### src/rtl/core/lzw_compressor_12bit_top_defines.svh
// Assertion macros shared by the LZW compressor RTL.
`ifndef LZW_COMPRESSOR_12BIT_TOP_DEFINES_SVH
`define LZW_COMPRESSOR_12BIT_TOP_DEFINES_SVH

// Same-cycle implication, checked on clk, off while in reset.
`define LZWC_ASSERT_NOW(lbl, ante, cons, msg) \
    lbl: assert property (@(posedge clk) disable iff (!rst_n) (ante) |-> (cons)) else $error(msg);

// Next-cycle implication, checked on clk, off while in reset.
`define LZWC_ASSERT_NEXT(lbl, ante, cons, msg) \
    lbl: assert property (@(posedge clk) disable iff (!rst_n) (ante) |=> (cons)) else $error(msg);

`endif

### src/rtl/core/lzwc_ram.sv
// Generic simple dual-port RAM, one write port, one registered read port.
module lzwc_ram #(
    parameter int WIDTH = 8,
    parameter int DEPTH = 16
) (
    input  logic                     clk,
    input  logic                     we,
    input  logic [$clog2(DEPTH)-1:0] waddr,
    input  logic [WIDTH-1:0]         wdata,
    input  logic [$clog2(DEPTH)-1:0] raddr,
    output logic [WIDTH-1:0]         rdata
);

    logic [WIDTH-1:0] mem [DEPTH];
    logic [WIDTH-1:0] rdata_reg;

    always_ff @(posedge clk)
    begin
        if (we)
        begin
            mem[waddr] <= wdata;
        end
        rdata_reg <= mem[raddr];
    end

    assign rdata = rdata_reg;

endmodule

### config.mk
export PLATFORM = sky130hd
export DESIGN_NAME = lzwc_ram
export DESIGN_NICKNAME = d
export VERILOG_FILES = /design/src/rtl/core/lzw_compressor_12bit_top_defines.svh /design/src/rtl/core/lzwc_ram.sv
export SDC_FILE = /design/constraint.sdc
export NUM_CORES = 1
export LEC_CHECK = 0
export ABC_AREA = 1
export BUFFER_PORTS_ARGS = -buffer_cell sky130_fd_sc_hd__buf_2
export CAP_MARGIN = 20
export CORE_MARGIN = 2
export CORE_UTILIZATION = 45
export DETAILED_ROUTE_END_ITERATION = 16
export PLACE_DENSITY = 0.68
export SETUP_SLACK_MARGIN = 0.4
export SLEW_MARGIN = 10
export SYNTH_ARGS = -nofsm -noshare
export SYNTH_HDL_FRONTEND = slang
export SYNTH_SLANG_ARGS = --single-unit
### constraint.sdc
create_clock -name clk -period 2.2 [get_ports clk]
set_clock_uncertainty 0.15 [all_clocks]
set_input_delay 0.44 -clock clk [delete_from_list [all_inputs] [get_ports clk]]
set_output_delay 0.44 -clock clk [all_outputs]
set_load 0.05 [all_outputs]
* Word-level counts from Yosys, hierarchy flattened
Memories as Yosys holds them, arrays and structs flattened. A register that Yosys moved wholly into a read port is not among the register bits.
Index checks and enable logic that the tools add are counted.
** Storage, ports and cells
- Word-level logic and storage cells :: 3
- Bits in writable memories :: 128
- Output and inout bits :: 8
- Memories :: 1
- Register bits after elaboration :: 0
** Operators by class
- Mux-type cells :: 2
** Memories
- mem :: depth 16, bits a word 8, rd ports 1, clocked after Yosys merged registers in 1, wr ports 1, line lzwc_ram.sv:14 : logic [WIDTH-1:0] mem [DEPTH];
** Operator list (count)
- $mux W1 :: 2

* Logic depth before layout (Yosys ltp)
- Word-level depth :: 2
- Depth in mapped cells :: 8
- Gate-level depth less buffers :: 7

* Worst setup path after synthesis
No wires, ideal clock.
- Path kind :: input-to-reg
- Start :: input port waddr[2]
- End :: memory mem[10][0], enable pin
- Path buffers :: 0
- Data required time :: 1680 ps
- Arrival time :: 1021 ps
- Stages :: 2
- Library setup time :: 370 ps
- Path slack :: 659 ps
- Cells stage by stage :: nand3b_1 > nor2_1
** RTL lines
- start: declaration :: line lzwc_ram.sv:8 : input logic [$clog2(DEPTH)-1:0] waddr,
- end: declaration :: line lzwc_ram.sv:14
No word-level cell before the write port.

* Worst setup path in the final report
- Start :: register rdata_reg[2] (netlist: rdata[2]), read port of mem
- End :: output port rdata[2]
** RTL lines
- start: declaration :: line lzwc_ram.sv:15 : logic [WIDTH-1:0] rdata_reg;
- end: declaration :: line lzwc_ram.sv:11 : output logic [WIDTH-1:0] rdata
No word-level cell between the ends.

==> flow_summary.ini <==
[global_routing]
grt_pass1_wl_mm = 19.4
grt_usage_pct = 19.5
grt_max_degree = 43
grt_pass1_vias = 3646
antenna_found_initial = 0
grt_overflow = 0

[floorplanning]
die_h_um = 117
fp-row-count = 41
die_area_um2 = 13700
ios = 26
start_util_pct = 45.9
fp.dieW_um = 117
core_um2 = 12600

[logic_synthesis]
synth_top_area_share_pct = 66.7
synth_top_cells_by_count = 173 x nand2_1, 128 x edfxtp_1, 100 x inv_1
synth_seq_area_share_pct = 69.4
synth.distinct_cells = 12
syn_nets = 569
synth-main-ff-cell = edfxtp_1
synthTopCellsByArea = edfxtp_1 67%, nand2_1 11%, nand3_1 8.4%
synth_edf_count = 128
synth_area_leader_cell = edfxtp_1
ys_ff_latch = 136
synth_area_um2 = 5770
synth.most_common_cell = nand2_1
yosysWarnings = 0
syn_inst = 551
async_flop_share_pct = 0
syn_avg_cell_area_um2 = 10.5

[worst_setup_path]
crit_chain = buf_2
cp.depth = 1
cp.buffers_inverters = 1
startpoint = rdata[2]
crit_end = rdata[2]
r2r_cells = 6
crit_arrival_ps = 1060
crit_family = flip-flops
cp.required_ps = 1610
reg2reg_to = rdata[5]
regToRegStartpoint = mem[9][5]
critPathSlowestCell = dfxtp_1
start_kind = register
path_max_fanout = 1
regToRegSetupSlack_ps = 1010
max_stage_delay_ps = 370
endpoint_kind = output pin
worstSetupPathType = reg2out

[finish]
drive_above_1_share_pct = 12.1
largest_reg_flops = 128
nets = 609
antenna_cells = 0
fin_util_pct = 52.9
syn2layout_area_growth_pct = 15.2

[sta]
final.period_utilization_pct = 75.1
drv_slew = 0
min_period_ps = 1650
setup_viol = 0
setup_tns_ps = 0
worst_pin_slew_ps = 618
rsz0062_at_grt = no
slew_headroom_pct = 58.7
fmax_mhz = 605
setup_slack_ps = 547
hold_viol = 0

[routing]
finalWirelength_mm = 12.2
wl_per_cell_um = 15.8
via_per_inst = 4.85
drcViolationCount = 0
vias = 3765
drt_first_pass_iters = 8
drtIter0Drc = 384
ant_nets = 0

[cts]
htreeDepth = 4
cts_made_buffers = 17
cts_resized = 0
clockRootBuffer = clkbuf_16
clock_path_buffers = 2
cts_num_sinks = 136
postCtsSetupBuffers = 0
cts_hold_buf = 0
clk_latency_ps = 410
cts_tree = yes
path_clk_slew_ps = 50

[power]
p_leak_uw = 0.00289
pwr_density_cell_nw_per_um2 = 890
p_int_uw = 4650
switching_share_pct = 21.4
vdd_ir_drop_max_uv = 500
power_frac_seq_pct = 49.3
switching_power_uw = 1260
pwr-share-clk_pct = 44.0
combPwrFrac_pct = 6.7

[placement]
portBuffers = 25
place_ws_ps = 359
gp_congestion = 0.845
dp_hpwl_mm = 7.48

[run]
cap_violations = 0

[min_path]
hp-class = in2reg

[run_status]
status = completed
-- power groups by stage --
stage	logic (µW)	registers [µW]	clock network, µW
after detailed placement	394	2970	0
after global routing	436	2920	2740
final	395	2920	2600
after global placement	388	2970	0
after CTS	398	2920	2640
after floorplan	204	3020	0
-- layout make-up --
cell class                      count  area, µm²
Clock buffer                       30        544
Multi-Input combinational cell    289       1210
Clock inverter                      2       10.0
Fill cell                        1067       5920
Timing Repair Buffer               45        275
Sequential cell                   136       4000
Tap cell                          172        215
Inverter                          102        383
-- routing by layer --
metal,track usage (%),routed length [µm],vias up,part of all wire [%]
li1,-,-,1854,-
met5,0,0,-,0
met3,4.58,830,22,6.8
met1,25.7,5140,1729,42
met4,9.41,392,0,3.2
met2,30.5,5870,160,48
-- worst reg2reg max path, stage by stage (launching register included) --
cell	delay, ps
edfxtp_1	380
inv_1	60
nand2_1	40
nand3_1	80
nand3_1	130
nand3_1	160
nand2_1	70
-- per-stage QoR --
stage / std cells / hold WS [ps] / instance area (µm²) / total power (µW)
floorplan: 551 / 389 / 5770 / 3230
global placement: 744 / 496 / 6090 / 3360
finish: 776 / 236 / 6650 / 5910
CTS: 776 / 217 / 6650 / 5950
global route: 776 / 239 / 6650 / 6100
detailed placement: 744 / 506 / 6090 / 3360
-- cell families (layout without fill, tap and decap cells) --
logic type             after synthesis  after routing  share of synthesized area (%)
buffers and inverters              126            179                           9.52
DFF                                136            136                           69.4
and+or+nand+nor                    289            289                           21.0
-- worst min-delay path by stage --
stage,slack (ps),end,cells past startpoint,from
after floorplan,390,mem[0][0],0,wdata[0]
after global placement,500,rdata[2],6,mem[6][2]
after detailed placement,510,rdata[2],6,mem[6][2]
after CTS,220,rdata[6],3,raddr[3]
after global routing,240,rdata[7],3,raddr[3]
final,240,rdata[6],3,raddr[3]
-- cell usage in the layout (no fill, tap or decap), types with 6 or more instances in the layout --
master and count:
nor2_1 17, inv_1 100, dfxtp_1 8, nand3_1 97
buf_4 20, clkbuf_1 6, edfxtp_1 128, clkbuf_16 17
clkbuf_8 7, buf_2 25, nand2_1 173
No activity file was read; power rests on OpenSTA's default activity.
