### src/rtl/core/lzw_compressor_12bit_top_defines.svh
// Assertion macros shared by the LZW compressor RTL.
`ifndef LZW_COMPRESSOR_12BIT_TOP_DEFINES_SVH
`define LZW_COMPRESSOR_12BIT_TOP_DEFINES_SVH

// Same-cycle implication, checked on clk, off while in reset.
`define LZWC_ASSERT_NOW(lbl, ante, cons, msg) \
    lbl: assert property (@(posedge clk) disable iff (!rst_n) (ante) |-> (cons)) else $error(msg);

// Next-cycle implication, checked on clk, off while in reset.
`define LZWC_ASSERT_NEXT(lbl, ante, cons, msg) \
    lbl: assert property (@(posedge clk) disable iff (!rst_n) (ante) |=> (cons)) else $error(msg);

`endif

### src/rtl/core/lzwc_pkg.sv
// Shared constants and types of the LZW compressor.
package lzwc_pkg;

    // Code and dictionary geometry
    localparam int CODE_BITS  = 12;
    localparam int HASH_SLOTS = 5021;
    localparam int BYTE_W     = 8;
    localparam int BYTE_SHIFT = CODE_BITS - BYTE_W;
    localparam int ADDR_W     = $clog2(HASH_SLOTS);
    localparam int FREE_W     = CODE_BITS + 1;

    localparam logic [ADDR_W-1:0]    SLOTS_A    = ADDR_W'(HASH_SLOTS);
    localparam logic [CODE_BITS-1:0] END_CODE   = CODE_BITS'(256);
    localparam logic [FREE_W-1:0]    FIRST_FREE = FREE_W'(257);
    localparam logic [FREE_W-1:0]    LAST_CODE  = FREE_W'((1 << CODE_BITS) - 1);

    // Input queue (depth is a power of two so the pointers wrap by themselves)
    localparam int QUEUE_DEPTH = 4;
    localparam int QPTR_W      = $clog2(QUEUE_DEPTH);

    // Bit packer: up to seven leftover bits plus one code
    localparam int BUF_W = CODE_BITS + BYTE_W - 1;
    localparam int CNT_W = $clog2(BUF_W + 1);

    typedef struct packed {
        logic [BYTE_W-1:0] data_byte;
        logic              has_byte;
        logic              end_of_input;
    } item_t;

    // Dictionary slot as stored in RAM
    typedef struct packed {
        logic                 valid;
        logic [BYTE_W-1:0]    data;
        logic [CODE_BITS-1:0] parent;
        logic [CODE_BITS-1:0] code;
    } entry_t;

    localparam int WORD_W = $bits(entry_t);

    // Up to three codes handed to the packer, flush pads and ends the stream
    typedef struct packed {
        logic [1:0]           n;
        logic                 flush;
        logic [CODE_BITS-1:0] c0;
        logic [CODE_BITS-1:0] c1;
        logic [CODE_BITS-1:0] c2;
    } job_t;

endpackage

### src/rtl/core/lzwc_front.sv
// Input side: takes words, drops empty ones, queues the rest for the engine.
module lzwc_front (
    input  logic                   clk,
    input  logic                   rst_n,
    input  logic                   in_valid,
    output logic                   in_stall,
    input  logic [7:0]             data_byte,
    input  logic                   has_byte,
    input  logic                   end_of_input,
    output logic                   q_valid,
    output lzwc_pkg::item_t        q_item,
    input  logic                   q_pop
);

    lzwc_pkg::item_t                  q_mem [lzwc_pkg::QUEUE_DEPTH];
    logic [lzwc_pkg::QPTR_W-1:0]      wr_ptr_reg, wr_ptr_next;
    logic [lzwc_pkg::QPTR_W-1:0]      rd_ptr_reg, rd_ptr_next;
    logic [lzwc_pkg::QPTR_W:0]        count_reg, count_next;
    logic                             push;

    assign in_stall = (count_reg == (lzwc_pkg::QPTR_W+1)'(lzwc_pkg::QUEUE_DEPTH));

    // A word with neither a byte nor an end mark has no effect: not queued
    assign push = in_valid && !in_stall && (has_byte || end_of_input);

    assign q_valid = (count_reg != '0);
    assign q_item  = q_mem[rd_ptr_reg];

    // Pointer and fill bookkeeping
    always_comb
    begin
        wr_ptr_next = wr_ptr_reg;
        rd_ptr_next = rd_ptr_reg;
        count_next  = count_reg;
        if (push)
        begin
            wr_ptr_next = wr_ptr_reg + 1'b1;
        end
        if (q_pop)
        begin
            rd_ptr_next = rd_ptr_reg + 1'b1;
        end
        if (push && !q_pop)
        begin
            count_next = count_reg + 1'b1;
        end
        else if (!push && q_pop)
        begin
            count_next = count_reg - 1'b1;
        end
    end

    always_ff @(posedge clk or negedge rst_n)
    begin
        if (!rst_n)
        begin
            wr_ptr_reg <= '0;
            rd_ptr_reg <= '0;
            count_reg  <= '0;
        end
        else
        begin
            wr_ptr_reg <= wr_ptr_next;
            rd_ptr_reg <= rd_ptr_next;
            count_reg  <= count_next;
        end
    end

    // Queue storage
    always_ff @(posedge clk)
    begin
        if (push)
        begin
            q_mem[wr_ptr_reg] <= '{data_byte: data_byte, has_byte: has_byte,
                                   end_of_input: end_of_input};
        end
    end

`include "lzw_compressor_12bit_top_defines.svh"

    `LZWC_ASSERT_NOW(a_queue_bound, 1'b1, count_reg <= (lzwc_pkg::QPTR_W+1)'(lzwc_pkg::QUEUE_DEPTH), "input queue overfilled")
    `LZWC_ASSERT_NOW(a_pop_nonempty, q_pop, count_reg != '0, "pop from empty input queue")

endmodule

### config.mk
export PLATFORM = sky130hd
export DESIGN_NAME = lzwc_front
export DESIGN_NICKNAME = d
export VERILOG_FILES = /design/src/rtl/core/lzwc_pkg.sv /design/src/rtl/core/lzwc_front.sv
export VERILOG_INCLUDE_DIRS = /design/src /design/src/rtl/core
export SDC_FILE = /design/constraint.sdc
export NUM_CORES = 1
export LEC_CHECK = 0
export BUFFER_PORTS_ARGS = -buffer_cell sky130_fd_sc_hd__buf_4
export CORE_MARGIN = 2
export CORE_UTILIZATION = 37
export CTS_CLUSTER_DIAMETER = 50
export CTS_CLUSTER_SIZE = 28
export DETAILED_ROUTE_END_ITERATION = 6
export RECOVER_POWER = 50
export SETUP_SLACK_MARGIN = 0.2
export SLEW_MARGIN = 20
export SYNTH_ARGS = -nofsm -noshare
export SYNTH_HDL_FRONTEND = slang
export SYNTH_SLANG_ARGS = --single-unit
### constraint.sdc
create_clock -name clk -period 2.45 [get_ports clk]
set_input_delay 0.1225 -clock clk [delete_from_list [all_inputs] [get_ports clk]]
set_output_delay 0.1225 -clock clk [all_outputs]
set_load 0.05 [all_outputs]
# Word level (Yosys, flattened, before mapping)
# Memory sizes are Yosys's and may differ from the RTL's.
# Index checks and enable logic that the tools add are counted.
# word_totals
memories	1
ff_bits	7
ramBits	40
input_bits	14
# op_classes
eq_ne	1
add_sub_neg	4
reduce_logical	10
n_mux	4
# mem_list
memory	words	width	read_ports	rd_clocked_by_memory_dff	wr	line_no	source
q_mem	4	10	1	0	1	lzwc_front.sv:15	lzwc_pkg::item_t q_mem [lzwc_pkg::QUEUE_DEPTH];
# op_table
cell	n
2-to-1 mux 3 bit	2
adder 2 x 1 -> 2 bit, second input constant	2
logical AND 1 bit	4
adder 3 x 1 -> 3 bit, second input constant	1
equality test 3 bit, second input constant	1
logical NOT 1 bit	3
nonzero test 3 bit	1
subtractor 3 x 1 -> 3 bit, second input constant	1
2-to-1 mux 1 bit	2
nonzero test 2 bit	1
logical OR 1 bit	1

# Longest topological paths before layout
# Gate-level depths: netlist of run 1.
# logic_depth
depth_word	8
mapped_depth	8
depth_no_buf	8

# Worst setup path before layout of run 1
# Ideal clock, no wire load.
# synth_timing
path_kind	register to register
startpoint	reg count_reg[1] (netlist bit)
endpoint	reg count_reg[1] (netlist bit)
path_stages_with_launch	7
period_less_slack_ps	2175
setup_slack_ps	275
setup_ps	125
arrival_ps	2050
cell_sequence	dfrtp_1 > nor3b_4 > nor2_4 > ha_1 > inv_1 > fa_1 > mux2_2
# synth_between
word_cells_on_any_way	12
classes_between	add/sub (2); eq/ne (1); mux (2); reduce/logical (7)
# synth_lines
element	line_no	source
start: declaration	lzwc_front.sv:18	logic [lzwc_pkg::QPTR_W:0] count_reg, count_next;
start signal: assignment	lzwc_front.sv:65	count_reg <= count_next;
equality test 3 bit	lzwc_front.sv:21	assign in_stall = (count_reg == (lzwc_pkg::QPTR_W+1)'(lzwc_pkg::QUEUE_DEPTH));
named net in_stall	lzwc_front.sv:6	output logic in_stall,
logical NOT 1 bit	lzwc_front.sv:24	assign push = in_valid && !in_stall && (has_byte || end_of_input);
logical AND 1 bit (2 in a row)	lzwc_front.sv:24	
named net push	lzwc_front.sv:19	logic push;
logical AND 1 bit	lzwc_front.sv:43	if (push && !q_pop)
2-to-1 mux 3 bit	lzwc_front.sv:43	
named net count_next (one bit)	lzwc_front.sv:18	
# The timed path passes the listed nets, and every way through them passes these cells. The select of a mux whose other input is x is not followed.
# A chain may end at the register's enable or synchronous reset.

# Final worst setup path of run 1
# layout_timing
startpoint	reg count_reg[0] (netlist bit)
endpoint	reg count_reg[1] (netlist bit)
# layout_between
word_cells_on_any_way	12
classes_between	add/sub (2); eq/ne (1); mux (2); reduce/logical (7)
# layout_lines
element	line_no
equality test 3 bit	lzwc_front.sv:21
logical NOT 1 bit	lzwc_front.sv:24
logical AND 1 bit (2 in a row)	lzwc_front.sv:24
named net push	lzwc_front.sv:19
logical AND 1 bit	lzwc_front.sv:43
2-to-1 mux 3 bit	lzwc_front.sv:43
named net count_next (one bit)	lzwc_front.sv:18
# The timed path passes the listed nets, and every way through them passes these cells. The select of a mux whose other input is x is not followed.

==> results.py, run 1 <==
metrics = {
    "cells_and_area": {
        "largest_reg_flops": 40,
        "layout_commonest_cell": "edfxtp_1",
        "fin_nets": 138,
        "layout_common_cells": "edfxtp_1, buf_4, clkbuf_1",
        "drive_gt1_share_pct": 30.5,
        "postLayoutCoreUtil_pct": 44.9,
        "synthToLayoutAreaGrowth_pct": 15.3,
        "seq_area_sq_um": 1380,
        "final_cells": 185,
        "num_antenna_cells": 0,
        "num-fill-cells": 446,
        "multi_input_area_sq_um": 459,
    },
    "detailed_routing": {
        "routed.top_layer": "met4",
        "vias_per_cell": 4.74,
        "vias": 876,
        "wirelength_met1_mm": 1.30,
        "drtAntennaViolNets": 0,
        "wl_per_cell_um": 16.1,
        "drc": 0,
        "met2_length_mm": 1.49,
        "wl_met3_um": 159,
        "drt_first_pass_iters": 4,
        "drt-total-wl_mm": 2.98,
        "dr.first_iter.drc_count": 72,
    },
    "power_and_ir_drop": {
        "p_int_mw": 1.66,
        "swShare_pct": 38.8,
        "cellLeakagePower_nw": 0.757,
        "p_clk_share_pct": 15.5,
        "ir_drop_v": 0.000418,
        "power.net_switching_mw": 1.05,
        "seq_power_share_pct": 44.4,
        "comb_power_share_pct": 40.1,
        "power.density_nw_per_um2": 1250,
    },
    "synth": {
        "yosysWarnings": 0,
        "syn_inst": 87,
        "syn_area_sq_um": 1880,
        "avgSynthCellArea_sq_um": 21.6,
        "ys_ff_latch": 47,
        "synth.distinct_cells": 20,
        "synth_nets": 107,
        "ys_seq_area_share_pct": 73.3,
    },
    "sta": {
        "setup_viol": 0,
        "period_needed_ps": 2080,
        "hold_viol": 0,
        "setup_tns_ps": 0,
        "slew_viol_final": 0,
        "max_freq_ghz": 0.480,
        "tightest_slew_ps": 720,
        "maxSlewHeadroom_pct": 52.0,
        "fin_crit_sh_pct": 85.0,
        "skew_ps": 9.51,
        "rsz0062_at_grt": "false",
    },
    "run_status": {
        "status": "finished clean",
    },
    "grt": {
        "grt_antenna_before_repair": 0,
        "grt_max_degree": 14,
        "grt_use_total_pct": 11.8,
        "grt-ovfl-total": 0,
        "grt_pass1_vias": 929,
        "grt_first_pass_wirelength_mm": 4.64,
    },
    "cts": {
        "clk_pin_slew_ps": 80,
        "clkLatencyLatePin_ps": 290,
        "cts.sinks": 47,
        "clock_path_buffers": 2,
        "h-tree-depth": 2,
        "cts_resized": 0,
        "postCtsSetupBuffers": 0,
        "cts-root-buf": "clkbuf_8",
        "postCtsHoldBufs": 1,
        "cts_tree": "yes",
        "cts_buffers": 5,
    },
    "floorplan": {
        "die_y_um": 75.2,
        "start_util_pct": 39.0,
        "die_w_um": 75.2,
        "dieArea_sq_um": 5660,
        "row_count": 25,
        "coreArea_sq_um": 4820,
        "pin_count": 26,
    },
    "worst_setup_path": {
        "critPathArrivalTime_ps": 2250,
        "critPathMaxFanout": 7,
        "worstSetupPathType": "reg -> reg",
        "cp.required_ps": 2620,
        "setup.worst_path.end_class": "flip-flop",
        "worst_setup_path_start_kind": "flip-flop",
    },
    "placed_design": {
        "gp_congestion": 0.668,
        "place_inst": 177,
        "dpl.hpwl_mm": 1.97,
        "port_buffers": 25,
    },
    "worst_hold_path": {
        "hp-class": "in -> reg",
    },
    "job": {
        "cap_violations": 0,
    },
}
through the flow:
| stage | hold WS (ps) | worst slack, ps | area [sq um] | power, mW |
|---|---|---|---|---|
| 6_report | 31.2 | 367 | 2160 | 2.71 |
| 5_1_grt | 30.1 | 257 | 2160 | 2.86 |
| 4_1_cts | 19.0 | 326 | 2220 | 2.79 |
| 3_5_place_dp | -52.8 | 488 | 2130 | 2.36 |
| 3_3_place_gp | -55.5 | 606 | 2130 | 2.34 |
| 2_1_floorplan | -173 | 275 | 1880 | 2.06 |
kinds of logic after synthesis:
logic type               Yosys count  synth area share, %
flip-flops                        47                 73.3
multiplexers                      12                 13.6
AND/OR/NAND/NOR                    9                 4.00
XOR/XNOR                           6                 2.80
buffers and inverters              6                 1.67
adder cells (fa/ha/maj)            6                 4.40
AO/OA/AOI/OAI                      1                0.266
critical path, cell delays in order, from the launching register on:
cell and delay (ps):
dfrtp_1 440, nor3b_1 420, nor2_4 130, ha_1 240
inv_1 70, fa_1 410, mux2_2 270
synthesized netlist by cell type:
| library cell | instances | area share [%] |
|---|---|---|
| and2_2 | 4 | 1.6 |
| buf_2 | 1 | 0.27 |
| buf_6 | 1 | 0.60 |
| dfrtp_1 | 7 | 9.3 |
| edfxtp_1 | 40 | 64 |
| fa_1 | 1 | 1.1 |
| ha_1 | 5 | 3.3 |
| inv_1 | 4 | 0.80 |
| mux2_2 | 1 | 0.60 |
| mux2_4 | 1 | 0.80 |
| mux4_1 | 1 | 1.4 |
| mux4_2 | 9 | 11 |
| nand2_1 | 1 | 0.20 |
| nor2_1 | 1 | 0.20 |
| nor2_4 | 1 | 0.60 |
| nor3b_4 | 1 | 1.0 |
| o21ai_1 | 1 | 0.27 |
| or3_2 | 1 | 0.40 |
| xnor2_1 | 3 | 1.4 |
| xor2_1 | 3 | 1.4 |
power groups by stage:
| stage | Combinational, mW | Sequential (mW) | Clock [mW] |
|---|---|---|---|
| floorplan | 0.928 | 1.13 | 0 |
| CTS | 1.12 | 1.22 | 0.438 |
| global route | 1.15 | 1.23 | 0.478 |
| finish | 1.09 | 1.20 | 0.420 |
| global placement | 1.11 | 1.23 | 0 |
| detailed placement | 1.12 | 1.24 | 0 |
metal layers:
metal | global-route usage (%) | vias to the layer above
met4 | 2.92 | 0
li1 | - | 401
met5 | 0 | -
met2 | 19.6 | 24
met1 | 14.8 | 447
met3 | 4.42 | 4
worst paths after layout:
check | from | to | slack, ps | depth (start not counted)
max in group asynchronous | rst_n | count_reg[1] | 1890 | 2
min in group asynchronous | rst_n | wr_ptr_reg[1] | 260 | 2
max reg2reg | count_reg[0] | count_reg[1] | 370 | 6
min reg2reg | count_reg[2] | count_reg[2] | 500 | 1
max | count_reg[0] | count_reg[1] | 370 | 6
min | q_pop | rd_ptr_reg[0] | 30 | 2
layout make-up:
cell class              instances  area share [%]
clock buffers                   5            3.18
clock inverters                 2           0.405
inverters                       4           0.694
multi-input cells              34            21.2
flip-flops and latches         47            63.6
well taps                      67            3.87
repair buffers                 26            7.05
Note: power is estimated with default switching activity, not from simulation.
==> run 2: changes to the inputs <==
RECOVER_POWER = default   (was 50)
==> run 2 against run 1 <==
  * Worst setup slack improved by 11 ps
  * Register-to-register slack improved by 120 ps
  * Sequential power about the same
  * Sequential share of layout area decreased by 1.6 points
  * Final area increased by 2.6%
  * Critical endpoint is now q_item[4]
  * Largest power group unchanged
==> results.py, run 2 (synthesis gave the netlist of run 1 again) <==
metrics = {
    "detailed_routing": {
        "wl_per_cell_um": 16.1,
        "routed.top_layer": "met4",
        "vias_per_cell": 4.72,
        "drt-total-wl_mm": 2.99,
        "met2_length_mm": 1.49,
        "dr.first_iter.drc_count": 60,
        "drtAntennaViolNets": 0,
        "drc": 0,
        "drt_first_pass_iters": 4,
        "vias": 874,
        "wirelength_met1_mm": 1.33,
        "wl_met3_um": 141,
    },
    "cts": {
        "h-tree-depth": 2,
        "cts.sinks": 47,
        "cts-root-buf": "clkbuf_8",
        "clkLatencyLatePin_ps": 290,
        "cts_buffers": 5,
        "clk_pin_slew_ps": 80,
        "clock_path_buffers": 2,
        "cts_tree": "yes",
    },
    "floorplan": {
        "die_y_um": 75.2,
        "row_count": 25,
        "start_util_pct": 39.0,
        "pin_count": 26,
        "die_w_um": 75.2,
        "coreArea_sq_um": 4820,
        "dieArea_sq_um": 5660,
    },
    "run_status": {
        "status": "finished clean",
    },
    "sta": {
        "skew_ps": 10.9,
        "slew_viol_final": 0,
        "rsz0062_at_grt": "false",
        "hold_viol": 0,
        "maxSlewHeadroom_pct": 51.4,
        "max_freq_ghz": 0.482,
        "setup_viol": 0,
        "tightest_slew_ps": 729,
        "hold_ws_ps": 27.9,
        "setup_tns_ps": 0,
        "period_needed_ps": 2070,
        "fin_crit_sh_pct": 84.6,
    },
    "grt": {
        "grt_first_pass_wirelength_mm": 4.64,
        "grt_max_degree": 14,
        "grt_use_total_pct": 11.8,
        "grt-ovfl-total": 0,
        "grt_antenna_before_repair": 0,
        "grt_pass1_vias": 929,
    },
    "worst_setup_path": {
        "cp.required_ps": 2330,
        "critPathArrivalTime_ps": 1950,
        "critPathMaxFanout": 12,
        "reg2reg_from": "count_reg[2]",
        "worst_setup_path_start_kind": "flip-flop",
        "setup.worst_path.end_class": "output port",
        "worstSetupPathType": "reg -> out",
        "cp-startpoint": "rd_ptr_reg[0]",
    },
    "cells_and_area": {
        "drive_gt1_share_pct": 41.5,
        "layout_common_cells": "edfxtp_1, buf_4, mux4_2",
        "postLayoutCoreUtil_pct": 46.1,
        "layout_commonest_cell": "edfxtp_1",
        "num_antenna_cells": 0,
        "largest_reg_flops": 40,
        "fin_nets": 138,
        "synthToLayoutAreaGrowth_pct": 18.3,
    },
    "worst_hold_path": {
        "holdCritStartpoint": "data_byte[2]",
        "hp-class": "in -> reg",
    },
    "placed_design": {
        "gp_congestion": 0.668,
        "port_buffers": 25,
        "dpl.hpwl_mm": 1.97,
    },
    "power_and_ir_drop": {
        "ir_drop_v": 0.000468,
        "cellLeakagePower_nw": 0.806,
        "power.density_nw_per_um2": 1240,
    },
    "job": {
        "cap_violations": 0,
    },
}
## run 2: cell types whose count changed in the layout (fill, tap and decap cells not counted)
cell      before  now
buf_4         13   25
clkbuf_1      12    0
nor3b_1        1    0
nor3b_4        0    1
## run 2: path summary, 6_finish.rpt
kind / end / slack [ps] / cells after the start
min: q_mem[1][4] / 30 / 1
max reg2reg: count_reg[2] / 490 / 8
min reg2reg: count_reg[2] / 500 / 1
max: q_item[4] / 380 / 2
max in group asynchronous: count_reg[0] / 2150 / 2
min in group asynchronous: wr_ptr_reg[1] / 170 / 2
## run 2: area by class of cell
cell class	count	area, sq um
fillers	438	2600
well taps	67	83.8
flip-flops and latches	47	1380
clock inverters	2	8.76
inverters	4	15.0
multi-input cells	34	470
repair buffers	26	198
clock buffers	5	68.8
## run 2: critical path: stages, from the launching register on
cell	delay (ps)
dfrtp_1	820
mux4_1	630
buf_4	200
## run 2: power by group
part	switching, mW	total (mW)	leakage [nW]	internal, mW
combinational	0.658	1.11	0.318	0.451
clock	0.231	0.421	0.0414	0.190
sequential	0.172	1.21	0.446	1.04
total	1.06	2.74	0.806	1.68
## run 2: repair_timing
action | 4_1_cts | 5_1_grt
endpoints found under the hold margin | 7 | 0
hold buffers | 1 | 0
buffers inserted | 0 | 0
resized for setup | 0 | 0
## run 2: metrics by stage
stage	total power, mW	instances	area (sq um)	worst slack [ps]
3_3_place_gp	2.34	177	2130	606
3_5_place_dp	2.36	177	2130	488
2_1_floorplan	2.06	87	1880	275
5_1_grt	2.89	185	2220	265
4_1_cts	2.79	185	2220	326
6_report	2.74	185	2220	377
## run 2: metal layers
metal,global-route usage (%),up-vias
met5,0,-
met4,2.92,0
met3,4.42,4
met2,19.6,24
met1,14.8,445
li1,-,401
