`src/rtl/core/lzw_compressor_12bit_top_defines.svh`:
```
// Assertion macros shared by the LZW compressor RTL.
`ifndef LZW_COMPRESSOR_12BIT_TOP_DEFINES_SVH
`define LZW_COMPRESSOR_12BIT_TOP_DEFINES_SVH

// Same-cycle implication, checked on clk, off while in reset.
`define LZWC_ASSERT_NOW(lbl, ante, cons, msg) \
    lbl: assert property (@(posedge clk) disable iff (!rst_n) (ante) |-> (cons)) else $error(msg);

// Next-cycle implication, checked on clk, off while in reset.
`define LZWC_ASSERT_NEXT(lbl, ante, cons, msg) \
    lbl: assert property (@(posedge clk) disable iff (!rst_n) (ante) |=> (cons)) else $error(msg);

`endif

```
`src/rtl/core/lzwc_pkg.sv`:
```
// Shared constants and types of the LZW compressor.
package lzwc_pkg;

    // Code and dictionary geometry
    localparam int CODE_BITS  = 12;
    localparam int HASH_SLOTS = 5021;
    localparam int BYTE_W     = 8;
    localparam int BYTE_SHIFT = CODE_BITS - BYTE_W;
    localparam int ADDR_W     = $clog2(HASH_SLOTS);
    localparam int FREE_W     = CODE_BITS + 1;

    localparam logic [ADDR_W-1:0]    SLOTS_A    = ADDR_W'(HASH_SLOTS);
    localparam logic [CODE_BITS-1:0] END_CODE   = CODE_BITS'(256);
    localparam logic [FREE_W-1:0]    FIRST_FREE = FREE_W'(257);
    localparam logic [FREE_W-1:0]    LAST_CODE  = FREE_W'((1 << CODE_BITS) - 1);

    // Input queue (depth is a power of two so the pointers wrap by themselves)
    localparam int QUEUE_DEPTH = 4;
    localparam int QPTR_W      = $clog2(QUEUE_DEPTH);

    // Bit packer: up to seven leftover bits plus one code
    localparam int BUF_W = CODE_BITS + BYTE_W - 1;
    localparam int CNT_W = $clog2(BUF_W + 1);

    typedef struct packed {
        logic [BYTE_W-1:0] data_byte;
        logic              has_byte;
        logic              end_of_input;
    } item_t;

    // Dictionary slot as stored in RAM
    typedef struct packed {
        logic                 valid;
        logic [BYTE_W-1:0]    data;
        logic [CODE_BITS-1:0] parent;
        logic [CODE_BITS-1:0] code;
    } entry_t;

    localparam int WORD_W = $bits(entry_t);

    // Up to three codes handed to the packer, flush pads and ends the stream
    typedef struct packed {
        logic [1:0]           n;
        logic                 flush;
        logic [CODE_BITS-1:0] c0;
        logic [CODE_BITS-1:0] c1;
        logic [CODE_BITS-1:0] c2;
    } job_t;

endpackage

```
`src/rtl/core/lzwc_engine.sv`:
```
// Dictionary engine: hashed lookup, insertion, clearing sweep, code jobs.
module lzwc_engine (
    input  logic                                clk,
    input  logic                                rst_n,
    input  logic                                q_valid,
    input  lzwc_pkg::item_t                     q_item,
    output logic                                q_pop,
    output logic                                ram_we,
    output logic [lzwc_pkg::ADDR_W-1:0]         ram_waddr,
    output logic [lzwc_pkg::WORD_W-1:0]         ram_wdata,
    output logic [lzwc_pkg::ADDR_W-1:0]         ram_raddr,
    input  logic [lzwc_pkg::WORD_W-1:0]         ram_rdata,
    output logic                                job_valid,
    output lzwc_pkg::job_t                      job,
    input  logic                                job_ready
);

    localparam logic [1:0] ST_CLEAR = 2'd0;
    localparam logic [1:0] ST_IDLE  = 2'd1;
    localparam logic [1:0] ST_CMP   = 2'd2;
    localparam logic [1:0] ST_POST  = 2'd3;

    logic [1:0]                          state_reg, state_next;
    logic [lzwc_pkg::CODE_BITS-1:0]      prefix_reg, prefix_next;
    logic                                have_reg, have_next;
    logic [lzwc_pkg::FREE_W-1:0]         free_code_reg, free_code_next;
    logic [lzwc_pkg::BYTE_W-1:0]         cur_byte_reg, cur_byte_next;
    logic                                cur_end_reg, cur_end_next;
    logic [lzwc_pkg::ADDR_W-1:0]         idx_reg, idx_next;
    logic [lzwc_pkg::ADDR_W-1:0]         step_reg, step_next;
    logic [lzwc_pkg::ADDR_W-1:0]         probe_n_reg, probe_n_next;
    logic [lzwc_pkg::ADDR_W-1:0]         clr_idx_reg, clr_idx_next;
    lzwc_pkg::job_t                      job_reg, job_next;

    logic [lzwc_pkg::CODE_BITS-1:0]      home_code;
    logic [lzwc_pkg::ADDR_W-1:0]         home_idx;
    logic [lzwc_pkg::ADDR_W-1:0]         home_step;
    logic [lzwc_pkg::ADDR_W-1:0]         nxt_idx;
    lzwc_pkg::entry_t                    rd_entry;
    lzwc_pkg::entry_t                    wr_entry;
    logic                                hit;
    logic                                slot_free;
    logic                                exhausted;

    // Home slot: (byte << (CODE_BITS-8)) ^ prefix. It never reaches
    // HASH_SLOTS (more slots than codes), so no wrap is needed here.
    assign home_code = {q_item.data_byte, {lzwc_pkg::BYTE_SHIFT{1'b0}}} ^ prefix_reg;
    assign home_idx  = {{(lzwc_pkg::ADDR_W-lzwc_pkg::CODE_BITS){1'b0}}, home_code};
    assign home_step = (home_idx == '0) ? lzwc_pkg::ADDR_W'(1)
                                         : lzwc_pkg::SLOTS_A - home_idx;

    // Next probe slot, wrapping modulo HASH_SLOTS
    assign nxt_idx = (idx_reg >= step_reg) ? idx_reg - step_reg
                                           : idx_reg + (lzwc_pkg::SLOTS_A - step_reg);

    // Slot check on the registered read data
    assign rd_entry  = lzwc_pkg::entry_t'(ram_rdata);
    assign hit       = rd_entry.valid && (rd_entry.parent == prefix_reg)
                       && (rd_entry.data == cur_byte_reg);
    assign slot_free = !rd_entry.valid;
    assign exhausted = (probe_n_reg == lzwc_pkg::SLOTS_A - 1'b1);

    assign wr_entry = '{valid: 1'b1, data: cur_byte_reg, parent: prefix_reg,
                        code: free_code_reg[lzwc_pkg::CODE_BITS-1:0]};

    assign job_valid = (state_reg == ST_POST);
    assign job       = job_reg;

    // Control sequence
    always_comb
    begin
        state_next     = state_reg;
        prefix_next    = prefix_reg;
        have_next      = have_reg;
        free_code_next = free_code_reg;
        cur_byte_next  = cur_byte_reg;
        cur_end_next   = cur_end_reg;
        idx_next       = idx_reg;
        step_next      = step_reg;
        probe_n_next   = probe_n_reg;
        clr_idx_next   = clr_idx_reg;
        job_next       = job_reg;
        q_pop          = 1'b0;
        ram_we         = 1'b0;
        ram_waddr      = idx_reg;
        ram_wdata      = wr_entry;
        ram_raddr      = idx_reg;

        case (state_reg)
            ST_CLEAR:
            begin
                ram_we       = 1'b1;
                ram_waddr    = clr_idx_reg;
                ram_wdata    = '0;
                clr_idx_next = clr_idx_reg + 1'b1;
                if (clr_idx_reg == lzwc_pkg::SLOTS_A - 1'b1)
                begin
                    state_next = ST_IDLE;
                end
            end

            ST_IDLE:
            begin
                ram_raddr = home_idx;
                if (q_valid)
                begin
                    q_pop         = 1'b1;
                    cur_byte_next = q_item.data_byte;
                    cur_end_next  = q_item.end_of_input;
                    if (q_item.has_byte && have_reg)
                    begin
                        idx_next     = home_idx;
                        step_next    = home_step;
                        probe_n_next = '0;
                        state_next   = ST_CMP;
                    end
                    else if (q_item.has_byte)
                    begin
                        // first byte of a stream starts the string
                        prefix_next = lzwc_pkg::CODE_BITS'(q_item.data_byte);
                        have_next   = 1'b1;
                        if (q_item.end_of_input)
                        begin
                            job_next   = '{n: 2'd2, flush: 1'b1,
                                           c0: lzwc_pkg::CODE_BITS'(q_item.data_byte),
                                           c1: lzwc_pkg::END_CODE, c2: '0};
                            state_next = ST_POST;
                        end
                    end
                    else
                    begin
                        // end only: an empty stream sends the end code twice
                        job_next   = '{n: 2'd2, flush: 1'b1,
                                       c0: have_reg ? prefix_reg : lzwc_pkg::END_CODE,
                                       c1: lzwc_pkg::END_CODE, c2: '0};
                        state_next = ST_POST;
                    end
                end
            end

            ST_CMP:
            begin
                if (hit)
                begin
                    prefix_next = rd_entry.code;
                    if (cur_end_reg)
                    begin
                        job_next   = '{n: 2'd2, flush: 1'b1, c0: rd_entry.code,
                                       c1: lzwc_pkg::END_CODE, c2: '0};
                        state_next = ST_POST;
                    end
                    else
                    begin
                        state_next = ST_IDLE;
                    end
                end
                else if (slot_free || exhausted)
                begin
                    // miss: store the new string if a slot and a code remain
                    if (slot_free && (free_code_reg <= lzwc_pkg::LAST_CODE))
                    begin
                        ram_we         = 1'b1;
                        free_code_next = free_code_reg + 1'b1;
                    end
                    if (cur_end_reg)
                    begin
                        job_next = '{n: 2'd3, flush: 1'b1, c0: prefix_reg,
                                     c1: lzwc_pkg::CODE_BITS'(cur_byte_reg),
                                     c2: lzwc_pkg::END_CODE};
                    end
                    else
                    begin
                        job_next = '{n: 2'd1, flush: 1'b0, c0: prefix_reg,
                                     c1: '0, c2: '0};
                    end
                    prefix_next = lzwc_pkg::CODE_BITS'(cur_byte_reg);
                    state_next  = ST_POST;
                end
                else
                begin
                    // collision: probe the next slot
                    ram_raddr    = nxt_idx;
                    idx_next     = nxt_idx;
                    probe_n_next = probe_n_reg + 1'b1;
                end
            end

            ST_POST:
            begin
                if (job_ready)
                begin
                    if (job_reg.flush)
                    begin
                        prefix_next    = '0;
                        have_next      = 1'b0;
                        free_code_next = lzwc_pkg::FIRST_FREE;
                        clr_idx_next   = '0;
                        state_next     = ST_CLEAR;
                    end
                    else
                    begin
                        state_next = ST_IDLE;
                    end
                end
            end

            default:
            begin
                state_next = ST_CLEAR;
            end
        endcase
    end

    always_ff @(posedge clk or negedge rst_n)
    begin
        if (!rst_n)
        begin
            state_reg     <= ST_CLEAR;
            prefix_reg    <= '0;
            have_reg      <= 1'b0;
            free_code_reg <= lzwc_pkg::FIRST_FREE;
            clr_idx_reg   <= '0;
        end
        else
        begin
            state_reg     <= state_next;
            prefix_reg    <= prefix_next;
            have_reg      <= have_next;
            free_code_reg <= free_code_next;
            clr_idx_reg   <= clr_idx_next;
        end
    end

    always_ff @(posedge clk)
    begin
        cur_byte_reg <= cur_byte_next;
        cur_end_reg  <= cur_end_next;
        idx_reg      <= idx_next;
        step_reg     <= step_next;
        probe_n_reg  <= probe_n_next;
        job_reg      <= job_next;
    end

`include "lzw_compressor_12bit_top_defines.svh"

    `LZWC_ASSERT_NOW(a_dict_cap, ram_we && (state_reg == ST_CMP), free_code_reg <= lzwc_pkg::LAST_CODE, "dictionary insert past last code")
    `LZWC_ASSERT_NEXT(a_flush_clears, (state_reg == ST_POST) && job_ready && job_reg.flush, (state_reg == ST_CLEAR) && (clr_idx_reg == '0) && !have_reg, "end of stream did not restart clearing")

endmodule

```
`config.mk`:
```
export PLATFORM = sky130hd
export DESIGN_NAME = lzwc_engine
export DESIGN_NICKNAME = d
export VERILOG_FILES = /design/src/rtl/core/lzwc_pkg.sv /design/src/rtl/core/lzwc_engine.sv
export VERILOG_INCLUDE_DIRS = /design/src /design/src/rtl/core
export SDC_FILE = /design/constraint.sdc
export NUM_CORES = 1
export LEC_CHECK = 0
export BUFFER_PORTS_ARGS = -buffer_cell sky130_fd_sc_hd__buf_2
export CORE_MARGIN = 1
export CORE_UTILIZATION = 40
export CTS_CLUSTER_DIAMETER = 100
export DETAILED_ROUTE_END_ITERATION = 10
export GPL_TIMING_DRIVEN = 0
export PLACE_DENSITY = 0.65
export REMOVE_ABC_BUFFERS = 1
export SLEW_MARGIN = 5
export SYNTH_ARGS = -nofsm -noshare
export SYNTH_HDL_FRONTEND = slang
export SYNTH_SLANG_ARGS = --single-unit
```
`constraint.sdc`:
```
create_clock -name clk -period 4.6 [get_ports clk]
set_input_delay 0.23 -clock clk [delete_from_list [all_inputs] [get_ports clk]]
set_output_delay 0.23 -clock clk [all_outputs]
set_load 0.05 [all_outputs]
```
# After elaboration in Yosys (flattened, before gate mapping)

Index checks and enable logic that the tools add are counted.
Widths: inputs -> output; s select.

Register bits after elaboration: 128
Logic and storage cells: 134

Add/subtract/negate cells: 7
Order comparisons: 2
Eq/ne operators: 22
Mux-type cells: 64
Bitwise gates (word level): 1
Reductions and logical operators: 23

Operators by type and width:

| operator               | number |
|---|---|
| $mux 39                | 8 |
| $mux 13                | 17 |
| $pmux 13 s2            | 5 |
| $mux 12                | 8 |
| $pmux 39 s2            | 1 |
| $add 13x1->13 const B  | 3 |
| $pmux 12 s3            | 1 |
| $mux 33                | 1 |
| $eq 13x13->1 const B   | 2 |
| $mux 2                 | 9 |
| $ne 2x2->1 const B     | 9 |
| $reduce_and 6->1       | 3 |
| $add 13x13->13         | 1 |
| $ge 13x13->1           | 1 |
| $le 13x12->1 const B   | 1 |
| $logic_not 13->1       | 1 |
| $sub 13x12->13 const A | 1 |
| $sub 13x13->13         | 1 |
| $sub 13x13->13 const A | 1 |
| $eq 12x12->1           | 1 |
| $xor 12x12->12         | 1 |
| $mux 1                 | 11 |
| $reduce_and 5->1       | 2 |
| $ne 3x3->1 const B     | 3 |
| other kinds (16)       | 27 |

# Longest topological paths before layout

Word-level depth: 6
Depth in mapped cells: 13

# Least setup slack after synthesis

OpenSTA, ideal clock, no wires.

Kind: register to register
Start point: register state_reg[0]
End point: register job_reg (netlist bit job[12]), enable pin
Setup time: 0.442 ns
Arrival: 3.431 ns
Required time: 4.158 ns
Slack: 0.727 ns
Stages on the path, launching flop included: 6
Path buffers: 1
Clock period less this slack: 3.873 ns
Cell sequence: dfrtp_1 inv_1 ha_1 dlygate4sd3_1 nand2_1 a211oi_1

Longest elaborated chain between the ends: 3

Ends and longest elaborated chain:

| what                                               | RTL line           | source |
|---|---|---|
| start, declared                                    | lzwc_engine.sv:23  | `logic [1:0] state_reg, state_next;` |
| start signal, assigned                             | lzwc_engine.sv:226 | `state_reg <= state_next;` |
| $eq 2x2->1 / $eq 2x1->1 (equally long branches)    | lzwc_engine.sv:89  | `case (state_reg)` |
| $ne 3x3->1 (no line), or another cell as far along | --                 |  |
| $reduce_and 6->1 (no line) (*)                     | --                 |  |
| end signal, assigned                               | lzwc_engine.sv:241 | `job_reg <= job_next;` |
| end, declared                                      | lzwc_engine.sv:33  | `lzwc_pkg::job_t job_reg, job_next;` |

Mark *: on every way between the ends. The rest lies on a longest branch, timed or not.
A chain may end at the register's enable or synchronous reset.

# Final worst setup path

Start point: register state_reg[0]
End point: output port ram_raddr[8] (netlist bit)

Longest elaborated chain between the ends: 2

Ends and longest elaborated chain:

| what                                            | RTL line          | source |
|---|---|---|
| $eq 2x2->1 / $eq 2x1->1 (equally long branches) | lzwc_engine.sv:89 |  |
| $pmux 13 s2 (*)                                 | lzwc_engine.sv:89 |  |
| end, declared                                   | lzwc_engine.sv:11 | `output logic [lzwc_pkg::ADDR_W-1:0] ram_raddr,` |

Marked as above.

==> flow_summary.rst <==
.. list-table::
   :header-rows: 1

   * - Metric
     - Value
   * - H-tree levels
     - 4
   * - Final period util
     - 94.4%
   * - Status
     - complete, but fails checks
   * - Req. time, crit path
     - 4.37 ns
   * - Share of synthesized cell area in full adder, half adder and majority cells
     - 7.75%
   * - Number of vias per cell after detailed routing
     - 5.40
   * - Die Wd
     - 145 um
   * - Class of the most critical hold timing path
     - input port to async pin
   * - Number of library cell types mapped by synthesis
     - between 70 and 80
   * - Synth Area in Simple Gates
     - 20.0%
   * - Height of the die
     - between 100 and 150 um
   * - Top flip-flop cell by instance count after synthesis
     - sky130_fd_sc_hd__edfxtp_1
   * - Number of sinks handled by clock tree synthesis
     - between 100 and 150
   * - Number of standard cells after synthesis
     - 885
   * - Startpoint Class
     - flip-flop
   * - Cell types occupying the most area after synthesis
     - sky130_fd_sc_hd__edfxtp_1 (26%), sky130_fd_sc_hd__dfrtp_1 (12%), sky130_fd_sc_hd__ha_1 (6.4%), sky130_fd_sc_hd__xnor2_1 (4.6%), sky130_fd_sc_hd__nand2_1 (3.8%)
   * - Clock-pin transition on the worst setup and hold timing paths
     - 0.06 ns
   * - Number of hold-repair buffers added at the cts stage
     - 0
   * - Worst slew margin
     - under 10%
   * - Area share of the largest cell type after synthesis
     - 26.4%
   * - Cell type with the largest total area after synthesis
     - sky130_fd_sc_hd__edfxtp_1
   * - Number of nets in the layout
     - 1096
   * - Yosys warnings
     - 0
   * - Register area share after synthesis
     - ~40%
   * - Critical path type
     - flip-flop to primary output
   * - Postcts setup bufs
     - 0
   * - Antenna violations before repair
     - 0
   * - Number of setup violations in the final report
     - 0
   * - Mux cell area share after synthesis
     - around 2.3%
   * - Leftover overflow at the end of global routing
     - 0
   * - Fill cell instance count of the final layout
     - 1953
   * - Final Slew Violations
     - 0
   * - Via count
     - 6939
   * - Synthesized area per cell
     - about 9 um2
   * - Origin of the critical flop-to-flop path
     - state_reg[1]
   * - Peak clock frequency supported by timing
     - 0.230 GHz
   * - Routability Congestion
     - 0.903
   * - Routed length per placed instance
     - between 15 and 20 um
   * - Layout overhead on the synthesized area
     - 17.4%
   * - Kind of end point of the critical path
     - primary output
   * - Number of global-route vias before repair
     - about 6500
   * - Flip-flop count of the largest register after layout
     - 24
   * - Post-Synthesis Cell Area
     - 8200 um2
   * - Post-DP HPWL
     - 17300 um
   * - Initial detailed-routing violation count
     - 558
   * - Stage delay of the slowest cell on the critical path
     - just under 0.8 ns
   * - Async S/R FF share, synth
     - 36.3%
   * - Final Hold Slack
     - -0.0155 ns
   * - Starting Density
     - 40.6%
   * - Xor/xnor cell area share of the yosys netlist
     - 8.23%
   * - Maximum buffer depth of the clock tree
     - 2
   * - Cell repeated most along the worst path
     - sky130_fd_sc_hd__inv_1
   * - Wirelength, routed
     - 23200 um
   * - Flop and latch count out of synthesis
     - 113
   * - Critical-path top delay cell
     - sky130_fd_sc_hd__a211oi_4
   * - Largest family of logic cells by synthesized area
     - simple AND/OR/NAND/NOR gates
   * - Post-synthesis compound-gate area fraction
     - about 16%
   * - Buf/Inv on CP
     - 3
   * - Worst Skew
     - between 0.01 and 0.015 ns
   * - Diode insertion count for antenna repair
     - 0
   * - Core box area
     - a little over 20000 um2
   * - Row count
     - 52
   * - Detailed-router iteration count before antenna repair
     - 5
   * - Count of flip-flops with a built-in enable after synthesis
     - 72
   * - RSZ-0062 raised after global routing
     - no
   * - Placed Instances
     - roughly 1300
   * - Die area
     - roughly 21000 um2
   * - Clock root buffer
     - sky130_fd_sc_hd__clkbuf_16
   * - Final cell count without fillers
     - 1285
   * - Layout cells sized above 1
     - 19.7%
   * - Arrival time worst endpoint
     - 4.11 ns
   * - Top-Level Pins
     - 148
   * - Minimum clock period after layout
     - between 4 and 5 ns
   * - Largest net degree at the start of global routing
     - 42
   * - ANT nets after route
     - 0
   * - GRT Overall Usage
     - 22.1%
   * - Cell family contributing the most delay on the critical path
     - compound AO/OA/AOI/OAI gates
   * - Worst slew pin tran
     - roughly 1.4 ns
   * - Maximum fanout along the worst path
     - 33
   * - Number of port buffers
     - about 130
   * - Launching element of the worst setup path
     - state_reg[0]
   * - Global-route wire length before repair
     - 36200 um
   * - Endpoints failing hold
     - 12
   * - DRC errors left
     - 0
   * - Ordered list of cells on the worst path
     - inv_1 -> ha_2 -> inv_1 -> a211oi_4 -> nand2_1 -> o221ai_1 -> buf_2
   * - TritonCTS clock tree
     - built
   * - Reported max-cap violation count
     - 0
   * - Violated checks
     - hold timing
   * - CTS buffer count
     - 17
   * - Later-pin clock latency in the skew report
     - 0.41 ns
   * - Total negative setup slack
     - 0 ns
==> cell usage in the layout, fill, tap and decap left out, drive strengths merged, types with 5 or more instances in the layout <==
cell / count
a211oi: 9
a21o: 13
a21oi: 34
a221o: 7
a22o: 11
a22oi: 5
a31oi: 7
and2: 16
and3: 13
buf: 136
clkbuf: 23
clkinv: 5
conb: 14
dfrtp: 39
edfxtp: 72
fa: 5
ha: 42
inv: 61
mux2: 13
nand2: 83
nand2b: 8
nand3: 32
nand4: 17
nor2: 70
nor2b: 38
nor3: 16
nor4: 5
o2111ai: 5
o21ai: 63
o221ai: 7
or3: 8
xnor2: 43
xor2: 34
==> stage by stage <==
stage          util (%)  cell area [um2]  setup WS, ns
6_report           47.7             9620         0.257
5_1_grt            47.7             9620        0.0177
4_1_cts            47.7             9620         0.184
3_5_place_dp       44.7             9010        -0.199
3_3_place_gp       44.3             8940         -1.89
2_1_floorplan         -             7940         0.340
==> layout make-up <==
cell class / count / area, um2 / area share (%)
Clock inverter: 9 / 104 / 1.08
Inverter: 61 / 229 / 2.38
Tap cell: 270 / 338 / 3.51
Multi-Input combinational cell: 673 / 4550 / 47.2
Sequential cell: 113 / 3190 / 33.2
Clock buffer: 23 / 499 / 5.19
Timing Repair Buffer: 136 / 716 / 7.44
==> per-layer routing <==
layer / vias up / global-route usage (%) / share of wire, %
met5: - / 0 / 0
met4: 0 / 7.11 / 2.0
met3: 30 / 3.93 / 5.8
met2: 239 / 36.9 / 48
met1: 3318 / 28.8 / 44
li1: 3352 / - / -
==> kinds of logic after synthesis <==
group	after synthesis
simple gates	323
compound gates	194
flops	113
buf+inv	112
xor+xnor	77
fa+ha+maj	48
mux	17
other cells	1
==> cells in the mapped netlist (all sizes together), types with 17 or more instances <==
library cell	instances
nand2	83
edfxtp	72
nor2	70
o21ai	63
inv	61
xnor2	43
ha	42
dfrtp	39
nor2b	38
a21oi	34
xor2	34
nand3	32
buf	31
clkbuf	19
nand4	17
==> worst paths after layout <==
check | endpoint | slack (ns) | depth (start not counted)
hold reg to reg | free_code_reg[12] | 0.51 | 2
min in group clk | cur_end_reg | 0.02 | 1
max in group asynchronous | prefix_reg[0] | 3.98 | 1
hold / removal | clr_idx_reg[7] | -0.02 | 1
setup / recovery | ram_raddr[8] | 0.26 | 7
setup reg to reg | probe_n_reg[9] | 0.32 | 6
==> repair_timing <==
action	4_1_cts	5_1_grt
pin swaps	0	0
resized for setup	2	1
setup endpoints to repair	32	7
Power is not shown: default switching activity piles up to over one toggle a cycle in this logic, so the estimate is an artifact.
